### src/sv/srd_pkg.sv
// Shared types and constants for the run-length sprite decoder.
// No dependencies; the front end, op queue, back end and top level import this package.
package srd_pkg;

	localparam int MAX_SIDE_DEF = 4096;

	localparam int XW = 13;
	localparam int RW = 12;
	localparam int BW = 8;

	localparam int FIFO_DEPTH = 2;
	localparam int FIFO_AW    = $clog2(FIFO_DEPTH);
	localparam int FIFO_CW    = $clog2(FIFO_DEPTH + 1);

	// Configuration register indexes
	localparam logic [1:0] REG_REFLECT    = 2'd0;
	localparam logic [1:0] REG_WIDTH      = 2'd1;
	localparam logic [1:0] REG_SHADOW_EN  = 2'd2;

	// Stream codes
	localparam logic [7:0] CODE_NEWLINE = 8'h00;
	localparam logic [7:0] CODE_END     = 8'h80;
	localparam logic [7:0] CODE_SHADOW  = 8'hC0;
	localparam logic [7:0] CODE_C1      = 8'hC1;

	// Result kinds and status values
	localparam logic [1:0] KIND_COLOR  = 2'd0;
	localparam logic [1:0] KIND_SHADOW = 2'd1;
	localparam logic [1:0] KIND_END    = 2'd2;

	localparam logic [1:0] ST_RUN = 2'd0;
	localparam logic [1:0] ST_END = 2'd1;
	localparam logic [1:0] ST_EOB = 2'd2;

	typedef enum logic [6:0] {
		PH_CMD    = 7'b0000001,
		PH_LIT    = 7'b0000010,
		PH_SH1    = 7'b0000100,
		PH_SH2    = 7'b0001000,
		PH_C1CNT  = 7'b0010000,
		PH_C1COL  = 7'b0100000,
		PH_REPCOL = 7'b1000000
	} phase_t;

	typedef enum logic [2:0] {
		OP_NOP     = 3'd0,
		OP_NEWLINE = 3'd1,
		OP_SKIP    = 3'd2,
		OP_COLOR   = 3'd3,
		OP_SHADOW  = 3'd4
	} op_code_t;

	// One decoded command for the back end
	typedef struct packed {
		logic            restart;
		op_code_t        code;
		logic [BW-1:0]   len;
		logic [BW-1:0]   color;
		logic [1:0]      status;
	} op_t;

endpackage

### src/sv/srd_in_if.sv
// Byte stream channel of the sprite decoder.
// Depends on nothing; fields follow the encoded stream byte layout.
interface srd_in_if;
	logic       valid;
	logic       ready;
	logic [7:0] data_byte;
	logic       first_of_image;
	logic       end_of_buffer;

	modport source(output valid, data_byte, first_of_image, end_of_buffer, input ready);
	modport sink(input valid, data_byte, first_of_image, end_of_buffer, output ready);
endinterface

### src/sv/srd_out_if.sv
// Run result channel of the sprite decoder.
// Depends on nothing; one beat carries one run or end marker.
interface srd_out_if;
	logic               valid;
	logic               ready;
	logic signed [12:0] run_start_x;
	logic [11:0]        run_row;
	logic [7:0]         run_length;
	logic [1:0]         run_kind;
	logic [7:0]         color_index;
	logic [1:0]         end_status;
	logic               last;

	modport source(output valid, run_start_x, run_row, run_length, run_kind, color_index,
		end_status, last, input ready);
	modport sink(input valid, run_start_x, run_row, run_length, run_kind, color_index,
		end_status, last, output ready);
endinterface

### src/sv/srd_cfg_if.sv
// Configuration write channel of the sprite decoder.
// Depends on nothing; index selects reflect, image width or shadow enable.
interface srd_cfg_if;
	logic        valid;
	logic        ready;
	logic [1:0]  index;
	logic [12:0] data;

	modport source(output valid, index, data, input ready);
	modport sink(input valid, index, data, output ready);
endinterface

### src/sv/srd_front.sv
// Front end: accepts stream bytes, tracks the command phase and emits decoded ops.
// Depends on srd_pkg and srd_in_if.
module srd_front (
	input  logic          clk,
	input  logic          arst_n,
	srd_in_if.sink        stream,
	output logic          push,
	output srd_pkg::op_t  push_op,
	input  logic          full
);
	import srd_pkg::*;

	phase_t        phase_q, ph, nxt_phase;
	logic [BW-1:0] pend_q, pend, nxt_pend;
	logic          done_q, done, nxt_done;
	logic [BW-1:0] b;
	logic          accept;
	op_t           op;

	assign b            = stream.data_byte;
	assign stream.ready = !full;
	assign accept       = stream.valid && !full;

	always_comb begin
		ph   = stream.first_of_image ? PH_CMD : phase_q;
		pend = stream.first_of_image ? '0 : pend_q;
		done = stream.first_of_image ? 1'b0 : done_q;

		op.restart = stream.first_of_image;
		op.code    = OP_NOP;
		op.len     = '0;
		op.color   = '0;
		op.status  = stream.end_of_buffer ? ST_EOB : ST_RUN;
		nxt_phase  = ph;
		nxt_pend   = pend;
		nxt_done   = done;

		unique case (ph)
			PH_CMD: begin
				if (b == CODE_NEWLINE) begin
					op.code = OP_NEWLINE;
				end else if (b < CODE_END) begin
					nxt_pend  = b;
					nxt_phase = PH_LIT;
				end else if (b == CODE_END) begin
					op.status = ST_END;
				end else if (b < CODE_SHADOW) begin
					op.code = OP_SKIP;
					op.len  = b - CODE_END;
				end else if (b == CODE_SHADOW) begin
					nxt_phase = PH_SH1;
				end else if (b == CODE_C1) begin
					nxt_phase = PH_C1CNT;
				end else begin
					nxt_pend  = b - CODE_SHADOW;
					nxt_phase = PH_REPCOL;
				end
			end
			PH_LIT: begin
				op.code  = OP_COLOR;
				op.len   = BW'(1);
				op.color = b;
				nxt_pend = pend - BW'(1);
				if (nxt_pend == '0) begin
					nxt_phase = PH_CMD;
				end
			end
			PH_SH1: begin
				if (b[1:0] == 2'd0) begin
					nxt_phase = PH_SH2;
				end else begin
					op.code   = OP_SHADOW;
					op.len    = {{(BW-2){1'b0}}, b[1:0]};
					nxt_phase = PH_CMD;
				end
			end
			PH_SH2: begin
				op.code   = OP_SHADOW;
				op.len    = b;
				nxt_phase = PH_CMD;
			end
			PH_C1CNT: begin
				nxt_pend  = b;
				nxt_phase = PH_C1COL;
			end
			PH_C1COL, PH_REPCOL: begin
				// zero count draws nothing
				if (pend != '0) begin
					op.code  = OP_COLOR;
					op.len   = pend;
					op.color = b;
				end
				nxt_pend  = '0;
				nxt_phase = PH_CMD;
			end
			default: begin
				nxt_phase = PH_CMD;
			end
		endcase

		if (op.status != ST_RUN) begin
			nxt_done  = 1'b1;
			nxt_phase = PH_CMD;
			nxt_pend  = '0;
		end

		// hold state and drop bytes once the image has ended
		if (done) begin
			nxt_phase = phase_q;
			nxt_pend  = pend_q;
			nxt_done  = done_q;
		end
	end

	assign push_op = op;
	assign push    = accept && !done
		&& (op.code != OP_NOP || op.restart || op.status != ST_RUN);

	always_ff @(posedge clk or negedge arst_n) begin
		if (!arst_n) begin
			phase_q <= PH_CMD;
			pend_q  <= '0;
			done_q  <= 1'b0;
		end else if (accept) begin
			phase_q <= nxt_phase;
			pend_q  <= nxt_pend;
			done_q  <= nxt_done;
		end
	end

endmodule

### src/sv/srd_fifo.sv
// Short op queue between the decoder front and back ends.
// Depends on srd_pkg for the op type and depth.
module srd_fifo (
	input  logic          clk,
	input  logic          arst_n,
	input  logic          push,
	input  srd_pkg::op_t  wdata,
	output logic          full,
	input  logic          pop,
	output srd_pkg::op_t  rdata,
	output logic          empty
);
	import srd_pkg::*;

	op_t                mem [FIFO_DEPTH];
	logic [FIFO_AW-1:0] wr_q, rd_q;
	logic [FIFO_CW-1:0] count_q;

	assign full  = count_q == FIFO_CW'(FIFO_DEPTH);
	assign empty = count_q == '0;
	assign rdata = mem[rd_q];

	always_ff @(posedge clk) begin
		if (push) begin
			mem[wr_q] <= wdata;
		end
	end

	always_ff @(posedge clk or negedge arst_n) begin
		if (!arst_n) begin
			wr_q    <= '0;
			rd_q    <= '0;
			count_q <= '0;
		end else begin
			if (push) begin
				wr_q <= (wr_q == FIFO_AW'(FIFO_DEPTH - 1)) ? '0 : wr_q + FIFO_AW'(1);
			end
			if (pop) begin
				rd_q <= (rd_q == FIFO_AW'(FIFO_DEPTH - 1)) ? '0 : rd_q + FIFO_AW'(1);
			end
			if (push && !pop) begin
				count_q <= count_q + FIFO_CW'(1);
			end else if (pop && !push) begin
				count_q <= count_q - FIFO_CW'(1);
			end
		end
	end

endmodule

### src/sv/srd_back.sv
// Back end: holds the cursor and configuration, executes ops and drives run beats.
// Depends on srd_pkg, srd_out_if and srd_cfg_if.
module srd_back #(
	parameter int MAX_SIDE = srd_pkg::MAX_SIDE_DEF
) (
	input  logic          clk,
	input  logic          arst_n,
	srd_cfg_if.sink       cfg,
	srd_out_if.source     runs,
	input  srd_pkg::op_t  op,
	input  logic          empty,
	output logic          pop
);
	import srd_pkg::*;

	logic          reflect_q, shadow_en_q;
	logic [XW-1:0] width_q;
	logic [XW-1:0] cursor_x_q;
	logic [RW-1:0] cursor_row_q;

	logic [XW-1:0] w_eff, line_start, x0, x1, moved, len_x;
	logic [RW-1:0] row0, row1;
	logic          is_run, emit;

	assign cfg.ready = 1'b1;

	always_comb begin
		w_eff      = (32'(width_q) > MAX_SIDE) ? XW'(MAX_SIDE) : width_q;
		line_start = reflect_q ? w_eff - XW'(1) : '0;
		x0         = op.restart ? line_start : cursor_x_q;
		row0       = op.restart ? '0 : cursor_row_q;
		len_x      = {{(XW-BW){1'b0}}, op.len};
		moved      = reflect_q ? x0 - len_x : x0 + len_x;
		x1         = x0;
		row1       = row0;
		unique case (op.code) inside
			OP_NEWLINE: begin
				x1   = line_start;
				row1 = row0 + RW'(1);
			end
			OP_SKIP, OP_COLOR, OP_SHADOW: begin
				x1 = moved;
			end
			default: begin
				x1 = x0;
			end
		endcase
		is_run = (op.code == OP_COLOR)
			|| (op.code == OP_SHADOW && shadow_en_q && op.len != '0);
		emit   = is_run || op.status != ST_RUN;
	end

	// advance when the output register is free or drains this cycle
	assign pop = !empty && (!runs.valid || runs.ready);

	always_ff @(posedge clk or negedge arst_n) begin
		if (!arst_n) begin
			reflect_q    <= 1'b0;
			width_q      <= XW'(1);
			shadow_en_q  <= 1'b1;
			cursor_x_q   <= '0;
			cursor_row_q <= '0;
			runs.valid   <= 1'b0;
		end else begin
			if (cfg.valid) begin
				unique case (cfg.index)
					REG_REFLECT:   reflect_q   <= cfg.data[0];
					REG_WIDTH:     width_q     <= cfg.data;
					REG_SHADOW_EN: shadow_en_q <= cfg.data[0];
					default: begin
					end
				endcase
			end
			if (pop) begin
				cursor_x_q   <= x1;
				cursor_row_q <= row1;
				runs.valid   <= emit;
			end else if (runs.ready) begin
				runs.valid <= 1'b0;
			end
		end
	end

	always_ff @(posedge clk) begin
		if (pop && emit) begin
			runs.run_start_x <= is_run ? x0 : x1;
			runs.run_row     <= is_run ? row0 : row1;
			runs.run_length  <= is_run ? op.len : '0;
			runs.run_kind    <= !is_run ? KIND_END
				: (op.code == OP_SHADOW) ? KIND_SHADOW : KIND_COLOR;
			runs.color_index <= (is_run && op.code == OP_COLOR) ? op.color : '0;
			runs.end_status  <= op.status;
			runs.last        <= op.status != ST_RUN;
		end
	end

endmodule

### src/sv/sprite_rle_run_decoder.sv
// Run-length sprite decoder top level: front end, op queue, back end.
// Depends on srd_pkg, the channel interfaces, srd_front, srd_fifo and srd_back.
//
//  channel  role    beat
//  stream   sink    data_byte, first_of_image, end_of_buffer
//  runs     source  run_start_x, run_row, run_length, run_kind, color_index,
//                   end_status, last
//  cfg      sink    index, data (0 reflect, 1 image width, 2 shadow enable)
//
// One byte per cycle is accepted while the two-entry op queue has room.
// A byte's run reaches the runs register through the op queue: the front end
// decodes the byte into the queue as it is taken, and the back end updates the
// cursor and loads the register when it pops that op, which a stall can delay.
// A stalled runs channel holds the back end; the queue then fills and stream
// ready drops. The cfg channel is always ready. Reset clears cursor and phase.
module sprite_rle_run_decoder #(
	parameter int MAX_SIDE = srd_pkg::MAX_SIDE_DEF
) (
	input  logic      clk,
	input  logic      arst_n,
	srd_in_if.sink    stream,
	srd_out_if.source runs,
	srd_cfg_if.sink   cfg
);
	import srd_pkg::*;

	logic push, pop, full, empty;
	op_t  push_op, pop_op;

	srd_front u_front (
		.clk     (clk),
		.arst_n  (arst_n),
		.stream  (stream),
		.push    (push),
		.push_op (push_op),
		.full    (full)
	);

	srd_fifo u_fifo (
		.clk    (clk),
		.arst_n (arst_n),
		.push   (push),
		.wdata  (push_op),
		.full   (full),
		.pop    (pop),
		.rdata  (pop_op),
		.empty  (empty)
	);

	srd_back #(
		.MAX_SIDE (MAX_SIDE)
	) u_back (
		.clk    (clk),
		.arst_n (arst_n),
		.cfg    (cfg),
		.runs   (runs),
		.op     (pop_op),
		.empty  (empty),
		.pop    (pop)
	);

endmodule
### src/flat_wrapper.sv
// flat-port wrapper written by rule: the top's interface ports become plain ports
module sprite_rle_run_decoder_flat import srd_pkg::*;
#(
	parameter int MAX_SIDE = srd_pkg::MAX_SIDE_DEF
)
  (clk, arst_n, stream_valid, stream_data_byte, stream_first_of_image, stream_end_of_buffer, stream_ready, runs_valid, runs_run_start_x, runs_run_row, runs_run_length, runs_run_kind, runs_color_index, runs_end_status, runs_last, runs_ready, cfg_valid, cfg_index, cfg_data, cfg_ready);
  srd_in_if stream_i ();
  srd_out_if runs_i ();
  srd_cfg_if cfg_i ();
  input  logic clk;
  input  logic arst_n;
  input wire logic [$bits(stream_i.valid)-1:0] stream_valid;
  input wire logic [$bits(stream_i.data_byte)-1:0] stream_data_byte;
  input wire logic [$bits(stream_i.first_of_image)-1:0] stream_first_of_image;
  input wire logic [$bits(stream_i.end_of_buffer)-1:0] stream_end_of_buffer;
  output wire logic [$bits(stream_i.ready)-1:0] stream_ready;
  output wire logic [$bits(runs_i.valid)-1:0] runs_valid;
  output wire logic [$bits(runs_i.run_start_x)-1:0] runs_run_start_x;
  output wire logic [$bits(runs_i.run_row)-1:0] runs_run_row;
  output wire logic [$bits(runs_i.run_length)-1:0] runs_run_length;
  output wire logic [$bits(runs_i.run_kind)-1:0] runs_run_kind;
  output wire logic [$bits(runs_i.color_index)-1:0] runs_color_index;
  output wire logic [$bits(runs_i.end_status)-1:0] runs_end_status;
  output wire logic [$bits(runs_i.last)-1:0] runs_last;
  input wire logic [$bits(runs_i.ready)-1:0] runs_ready;
  input wire logic [$bits(cfg_i.valid)-1:0] cfg_valid;
  input wire logic [$bits(cfg_i.index)-1:0] cfg_index;
  input wire logic [$bits(cfg_i.data)-1:0] cfg_data;
  output wire logic [$bits(cfg_i.ready)-1:0] cfg_ready;
  assign stream_i.valid = stream_valid;
  assign stream_i.data_byte = stream_data_byte;
  assign stream_i.first_of_image = stream_first_of_image;
  assign stream_i.end_of_buffer = stream_end_of_buffer;
  assign stream_ready = stream_i.ready;
  assign runs_valid = runs_i.valid;
  assign runs_run_start_x = runs_i.run_start_x;
  assign runs_run_row = runs_i.run_row;
  assign runs_run_length = runs_i.run_length;
  assign runs_run_kind = runs_i.run_kind;
  assign runs_color_index = runs_i.color_index;
  assign runs_end_status = runs_i.end_status;
  assign runs_last = runs_i.last;
  assign runs_i.ready = runs_ready;
  assign cfg_i.valid = cfg_valid;
  assign cfg_i.index = cfg_index;
  assign cfg_i.data = cfg_data;
  assign cfg_ready = cfg_i.ready;
  sprite_rle_run_decoder #(.MAX_SIDE(MAX_SIDE)) u_core (.clk(clk), .arst_n(arst_n), .stream(stream_i), .runs(runs_i), .cfg(cfg_i));
endmodule
### config.mk
export PLATFORM = sky130hd
export DESIGN_NAME = sprite_rle_run_decoder_flat
export DESIGN_NICKNAME = d
export VERILOG_FILES = /design/src/sv/srd_pkg.sv /design/src/sv/srd_in_if.sv /design/src/sv/srd_out_if.sv /design/src/sv/srd_cfg_if.sv /design/src/sv/srd_front.sv /design/src/sv/srd_fifo.sv /design/src/sv/srd_back.sv /design/src/sv/sprite_rle_run_decoder.sv /design/src/flat_wrapper.sv
export SDC_FILE = /design/constraint.sdc
export NUM_CORES = 1
export LEC_CHECK = 0
export ABC_CLOCK_PERIOD_IN_PS = 3900
export BUFFER_PORTS_ARGS = -buffer_cell sky130_fd_sc_hd__buf_4
export CAP_MARGIN = 10
export CORE_AREA = 2 2 197 102
export DETAILED_ROUTE_END_ITERATION = 6
export DIE_AREA = 0 0 199 104
export HOLD_SLACK_MARGIN = 0.1
export PLACE_DENSITY = 0.66
export SETUP_SLACK_MARGIN = 0.2
export SLEW_MARGIN = 5
export SYNTH_ARGS = -nofsm -noshare
export SYNTH_HDL_FRONTEND = slang
export SYNTH_HIERARCHICAL = 1
export SYNTH_SLANG_ARGS = --single-unit
### constraint.sdc
create_clock -name clk -period 3.9 [get_ports clk]
set_input_delay 0.585 -clock clk [delete_from_list [all_inputs] [get_ports clk]]
set_output_delay 0.585 -clock clk [all_outputs]
set_load 0.01 [all_outputs]
# After elaboration in Yosys (flattened, before gate mapping)

Memories as Yosys holds them, arrays and structs flattened.
Index checks and enable logic that the tools add are counted.

Memory bits (writable): 44
Logic and storage cells: 145
Memories kept: 1
Bits of input ports: 30
Register bits after elaboration: 107

Memory list:

| memory            | depth | bits a word | rd ports | clocked after Yosys merged registers in | wr ports | RTL line       | text |
|---|---|---|---|---|---|---|---|
| u_core.u_fifo.mem | 2     | 22          | 1        | 0                                       | 1        | srd_fifo.sv:15 | `op_t mem [FIFO_DEPTH];` |

Add/subtract/negate cells: 11
$lt $le $gt $ge: 3
Equality and inequality tests: 17
Reductions and logical operators: 39
Bitwise gates (word level): 1
Muxes and demuxes: 54

Operators with widths:

| operator                                                             | number |
|---|---|
| 8-bit two-way mux                                                    | 9 |
| 13-bit two-way mux                                                   | 5 |
| 7-bit two-way mux                                                    | 9 |
| 11-bit one-hot mux with 5 select lines                               | 1 |
| 12-bit two-way mux                                                   | 3 |
| 8-bit one-hot mux with 4 select lines                                | 1 |
| 10-bit two-way mux                                                   | 3 |
| 7-bit one-hot mux with 4 select lines                                | 1 |
| 13-bit one-hot mux with 2 select lines                               | 1 |
| 8-bit equality test, second input constant                           | 3 |
| 18-bit two-way mux                                                   | 1 |
| 8-bit logical NOT                                                    | 2 |
| 8-bit < comparator, second input constant                            | 2 |
| 8-bit one-hot mux with 2 select lines                                | 1 |
| 8-bit nonzero test                                                   | 2 |
| 8-bit subtractor, second input constant                              | 2 |
| 2-bit two-way mux                                                    | 7 |
| 13-bit by 8-bit adder with 13-bit output                             | 1 |
| 13-bit greater-than comparator, second input constant                | 1 |
| 13-bit by 1-bit subtractor with 13-bit output, second input constant | 1 |
| 13-bit by 8-bit subtractor with 13-bit output                        | 1 |
| 12-bit by 1-bit adder with 12-bit output, second input constant      | 1 |
| 11-bit two-way mux                                                   | 1 |
| 1-bit logical AND                                                    | 10 |
| 28 further kinds                                                     | 56 |

# Longest topological paths before layout

Depth after elaboration: 14
Gate-level depth with buffers: 16

# Cells and area by module

Netlist, hierarchy kept.

Modules (own cells, without submodules):

| module    | times used | cells each | area an instance (µm²) |
|---|---|---|---|
| srd_back  | 1          | 519        | 5176.2 |
| srd_fifo  | 1          | 84         | 1778.0 |
| srd_front | 1          | 212        | 1641.6 |

# Least setup slack after synthesis

Ideal clock, no wire load.

Kind: input-to-reg
Start point: in stream_first_of_image
End point: mem u_core/u_fifo/mem[0][0] in the netlist's numbering, enable pin
Path buffers: 2
Cell stages on the path: 11
Arrival: 3.589 ns
Data required time: 3.497 ns
Setup slack: -0.093 ns
Path through: clkbuf_1 > inv_1 > clkbuf_1 > nand2_1 > ha_1 > nor2b_1 > a21boi_0 > nand2b_1 > a31oi_1 > a41oi_1 > nor2b_1

Longest elaborated chain between the ends: 10

Ends and longest elaborated chain:

| item                                                                   | RTL line                         | text |
|---|---|---|
| from (decl)                                                            | flat_wrapper.sv:14               | `input wire logic [$bits(stream_i.first_of_image)-1:0] stream_first_of_image;` |
| 7-bit two-way mux / 8-bit two-way mux (equally long branches)          | srd_front.sv:25, srd_front.sv:26 |  |
| 7-bit by 6-bit equality test with 1-bit output (tied with other cells) | srd_front.sv:38                  | `unique case (ph)` |
| 2-bit OR reduction / 18-bit two-way mux (equally long branches)        | srd_front.sv:38, srd_front.sv:88 |  |
| 11-bit one-hot mux with 5 select lines                                 | srd_front.sv:38                  |  |
| 3-bit nonzero test                                                     | srd_front.sv:117                 | `&& (op.code != OP_NOP \|\| op.restart \|\| op.status != ST_RUN);` |
| 1-bit logical OR (2 in a row)                                          | srd_front.sv:117                 |  |
| 1-bit logical AND *                                                    | srd_front.sv:117                 |  |
| named net u_core.push                                                  | sprite_rle_run_decoder.sv:27     | `logic push, pop, full, empty;` |
| 1-bit two-way mux *                                                    | srd_fifo.sv:24                   | `if (push) begin` |
| 1-bit two-way mux (implied by the code) *                              | srd_fifo.sv:25                   | `mem[wr_q] <= wdata;` |
| to (decl)                                                              | srd_fifo.sv:15                   |  |

Mark *: on every way through the listed nets, which the timed path passes. The rest lies on a longest branch.

# Final worst setup path

Start point: reg u_core.u_back.width_q[2]
End point: reg u_core.u_back.runs.run_start_x[9] (data pin)

Longest elaborated chain between the ends: 9

Ends and longest elaborated chain:

| item                                                                                                             | RTL line         | text |
|---|---|---|
| from (decl)                                                                                                      | srd_back.sv:17   | `logic [XW-1:0] width_q;` |
| from (signal assigned)                                                                                           | srd_back.sv:68   | `REG_WIDTH: width_q <= cfg.data;` |
| 13-bit greater-than comparator                                                                                   | srd_back.sv:28   | `w_eff = (32'(width_q) > MAX_SIDE) ? XW'(MAX_SIDE) : width_q;` |
| 13-bit two-way mux *                                                                                             | srd_back.sv:28   |  |
| 13-bit by 1-bit subtractor with 13-bit output *                                                                  | srd_back.sv:29   | `line_start = reflect_q ? w_eff - XW'(1) : '0;` |
| 13-bit two-way mux *                                                                                             | srd_back.sv:29   |  |
| 13-bit two-way mux                                                                                               | srd_back.sv:30   | `x0 = op.restart ? line_start : cursor_x_q;` |
| 13-bit by 8-bit adder with 13-bit output / 13-bit by 8-bit subtractor with 13-bit output (equally long branches) | srd_back.sv:33   | `moved = reflect_q ? x0 - len_x : x0 + len_x;` |
| 13-bit two-way mux                                                                                               | srd_back.sv:33   |  |
| 13-bit one-hot mux with 2 select lines                                                                           | srd_back.sv:36   | `unique case (op.code) inside` |
| 13-bit two-way mux *                                                                                             | srd_back.sv:86   | `runs.run_start_x <= is_run ? x0 : x1;` |
| to (signal assigned)                                                                                             | srd_back.sv:86   |  |
| to (decl)                                                                                                        | srd_out_if.sv:14 | `modport source(output valid, run_start_x, run_row, run_length, run_kind, color_index,` |

Every way passes the cells marked *; elsewhere a longest branch is shown, timed or not.
A chain may end at the register's enable or synchronous reset.

==> summary.md <==
| Metric | Value |
|---|---|
| Status | finished clean |
| Synth top area cells | edfxtp_1, dfrtp_1, mux2_2 |
| Vias in the first global route | about 6400 |
| Largest net degree at the start of global routing | 62 |
| Slew HR | 39.8% |
| Total Die Area | 20700 µm² |
| Clk_skew | slightly below 0.009 ns |
| Overflow after GRT | 0 |
| Std-Cell Rows | 36 |
| Critical-path maximum fanout | 6 |
| Synth async-reset ratio | 40.4% |
| Main synth FF type | edfxtp_1 |
| Routed WL | 25.0 mm |
| Top cells by count, synth | edfxtp_1, nor2_1, nand2_1, dfrtp_1, a21oi_1 |
| Max-slew violation count | 0 |
| CTS H-tree depth | 4 |
| Leakage | approximately 4.2 nW |
| GPL Wtd Cong | approximately 1.0 |
| Clock root cell | clkbuf_16 |
| Critical path launch point type | register |
| CTS tree | built |
| Final period util | 93.1% |
| Routed vias/inst | 5.87 |
| Final setup TNS | 0 ns |
| CTS max path bufs | 2 |
| I/O pins | 79 |
| Largest area contributor in the netlist | edfxtp_1 |
| Post-DRT Antenna Nets | 0 |
| Crit-path cells | nor4_4, nand4_1, buf_4, o21ai_4, a21oi_1, a21o_1, ha_1, o21a_1, o31a_1, o31a_1, or3_1, a32oi_1, a2bb2oi_1 |
| WL/cell | 20.9 µm |
| Final setup vio count | 0 |
| VDD IR max | 0.514 mV |
| Crit. Startpoint | u_core/u_back/width_q[2]$_DFFE_PN0P_ |
| Max Cap Viol | 0 |
| # fillers | 1660 |
| RSZ-0062 raised after global routing | no |
| Post-synthesis register bit count | 151 |
| All-Layer GR Usage | 24.6% |
| Initial Utilization | a little under half |
| First DRT Iteration DRCs | 881 |
| Crit path required time | 4.08 ns |
| Crit Reg-Reg Startpoint | u_core/u_back/width_q[2]$_DFFE_PN0P_ |
| Nets | roughly 1000 |
| WP data arrival | around 3.8 ns |
| CTS Sinks | 151 |
| Syn avg cell area | 10.5 µm² |
| Area of the mapped netlist | 8600 µm² |
| Router iterations before antenna repair | 5 |
| Area delta synth->final | 21.9% |
| Net Count, Synth | 868 |
| Post-synth EDFFs | 90 |
| Num CTS Buffers | 17 |
| PwrDens | around 840 nW/µm² |
| DP HPWL | 18.4 mm |
| CP delay by family, top | compound AO/OA/AOI/OAI gates |
| Most instantiated library cell after synthesis | edfxtp_1 |
| Hold Violations, Final | 0 |
| Worst-Skew Late Latency | 0.43 ns |
| Core area | 19100 µm² |
| First-pass GRT wire length | 38.0 mm |
| Post-route cell area | between 10000 and 15000 µm² |
| Initial antenna violation count | 0 |
| DRC Markers | 0 |
| Synth top area share | between 30% and 40% |
| Share of cells above drive strength 1 | 25.9% |
| Worst-path clk slew | roughly 0.06 ns |
| WP buf/inv | 1 |
| Die width | 199 µm |
| CP endpoint kind | register |
| Hold buffers post-CTS | 0 |
| Vias after detailed routing | 7024 |
| Actual slew at the worst max-slew pin | 0.894 ns |
| Worst stage delay on the critical path | 0.45 ns |
| Sequential share of the synthesized area | 49.2% |
| Minimum clock period | 3.63 ns |
| FMAX | 0.275 GHz |
| Worst min-delay path class | in2async |
| IO Port Bufs | 77 |
| Post-Syn Instances | slightly above 800 |
| YS warnings | 6 |
| Die Height | 104 µm |
| DP Area | 9690 µm² |
| Setup Crit Path Kind | reg2reg |
| Ant diodes | 0 |
| Library cells used by synthesis | 87 |
| CP dominant cell by count | o31a_1 |
| CP max stage cell | dfrtp_2 |
## cells in the final DEF, fill, tap and decap left out, drive strengths merged, types with 6 or more instances in the layout
master,count
buf,118
edfxtp,90
nor2,71
nand2,65
dfrtp,58
a21oi,48
o21ai,45
mux2,42
inv,30
xnor2,24
ha,22
clkbuf,22
nor2b,21
nor3,21
and2,18
a31oi,15
or3,13
a21o,11
nand3,11
xor2,11
and3,11
nand4,9
o21a,9
o2bb2ai,9
a211oi,8
mux2i,8
nor4,8
nand3b,7
a22o,6
nor3b,6
## kinds of logic after synthesis
logic type	Yosys count	synth area share, %
buffers and inverters	63	3.06
multiplexers	50	6.43
flip-flops	151	49.2
AO/OA/AOI/OAI	209	16.8
other	1	0.0436
XOR/XNOR	35	3.57
AND/OR/NAND/NOR	283	17.4
adder cells (fa/ha/maj)	23	3.44
## power by group
group          internal (W)  switching (W)  leakage [nW]
logic               0.00179        0.00250          2.26
clock network       0.00115       0.000680         0.305
registers           0.00237       0.000330          1.64
total               0.00530        0.00351          4.20
## stage by stage
step                worst slack (ns)  utilization [%]  std cells  hold slack, ns  power, W
floorplan                      0.252                -        815           0.289   0.00529
global placement               0.105             50.8       1163           0.455   0.00673
detailed placement            0.0944             50.8       1163           0.472   0.00676
CTS                            0.222             54.3       1195           0.305   0.00862
global route                   0.179             55.0       1197           0.309   0.00929
finish                         0.270             55.0       1197           0.252   0.00881
## what timing repair did
action	CTS	global route
setup endpoints to repair	10	14
hold endpoints to repair	0	0
cloned	0	0
buffers inserted	0	2
pin swaps	0	3
gates resized for setup	3	25
## flip-flops by register name, indices dropped and copies added, names as in the netlist
| register | flops |
|---|---|
| u_core/u_back/runs.run_start_x | 13 |
| u_core/u_fifo/count_q | 2 |
| u_core/u_back/runs.run_length | 8 |
| u_core/u_back/cursor_row_q | 12 |
| u_core/u_back/width_q | 13 |
| u_core/u_back/cursor_x_q | 13 |
| u_core/u_back/runs.color_index | 8 |
| u_core/u_back/runs.end_status | 2 |
| u_core/u_front/phase_q | 7 |
| u_core/u_back/runs.last | 1 |
| u_core/u_back/reflect_q | 1 |
| u_core/u_back/shadow_en_q | 1 |
| u_core/u_back/runs.run_kind | 2 |
| u_core/u_fifo/mem | 44 |
| u_core/u_fifo/rd_q | 1 |
| u_core/u_back/runs.valid | 1 |
| u_core/u_fifo/wr_q | 1 |
| u_core/u_front/pend_q | 8 |
| u_core/u_back/runs.run_row | 12 |
| u_core/u_front/done_q | 1 |
## worst reg2reg max path, stage by stage, from the launching register on
cell       delay, ns
dfrtp_2         0.45
nor4_4          0.45
nand4_1         0.15
buf_4           0.18
o21ai_4         0.20
a21oi_1         0.13
a21o_1          0.18
ha_1            0.35
o21a_1          0.13
o31a_1          0.15
o31a_1          0.31
or3_1           0.31
a32oi_1         0.29
a2bb2oi_1       0.11
## per-layer routing
layer / global-route usage, % / part of all wire, % / vias up / wire length, µm
li1: - / - / 3255 / -
met1: 41.9 / 52 / 3392 / 12900
met2: 27.7 / 35 / 360 / 8790
met3: 9.34 / 13 / 17 / 3170
met4: 4.85 / 0.63 / 0 / 157
met5: 0 / 0 / - / 0
## final timing paths
path / endpoint / depth (start not counted) / slack, ns
worst max-delay path: u_core/u_back/runs.run_start_x[9]$_DFFE_PP_ / 13 / 0.27
worst min-delay path: u_core/u_back/cursor_row_q[8]$_DFFE_PN0P_ / 1 / 0.25
worst max register to register: u_core/u_back/runs.run_start_x[9]$_DFFE_PP_ / 13 / 0.27
worst min register to register: u_core/u_fifo/count_q[1]$_DFFE_PN0P_ / 1 / 0.50
max in group asynchronous: u_core/u_back/width_q[2]$_DFFE_PN0P_ / 1 / 3.01
min in group clk: u_core/u_back/width_q[10]$_DFFE_PN0P_ / 2 / 0.38
## cell type report
| cell class | count | area (µm²) | area share [%] |
|---|---|---|---|
| sequential | 151 | 4240 | 40.4 |
| multi-input combinational | 601 | 4230 | 40.4 |
| timing repair buffer | 118 | 923 | 8.81 |
| clock buffer | 22 | 444 | 4.24 |
| tap | 266 | 333 | 3.18 |
| clock inverter | 10 | 195 | 1.86 |
| inverter | 29 | 113 | 1.07 |
(Power assumes the default switching activity.)
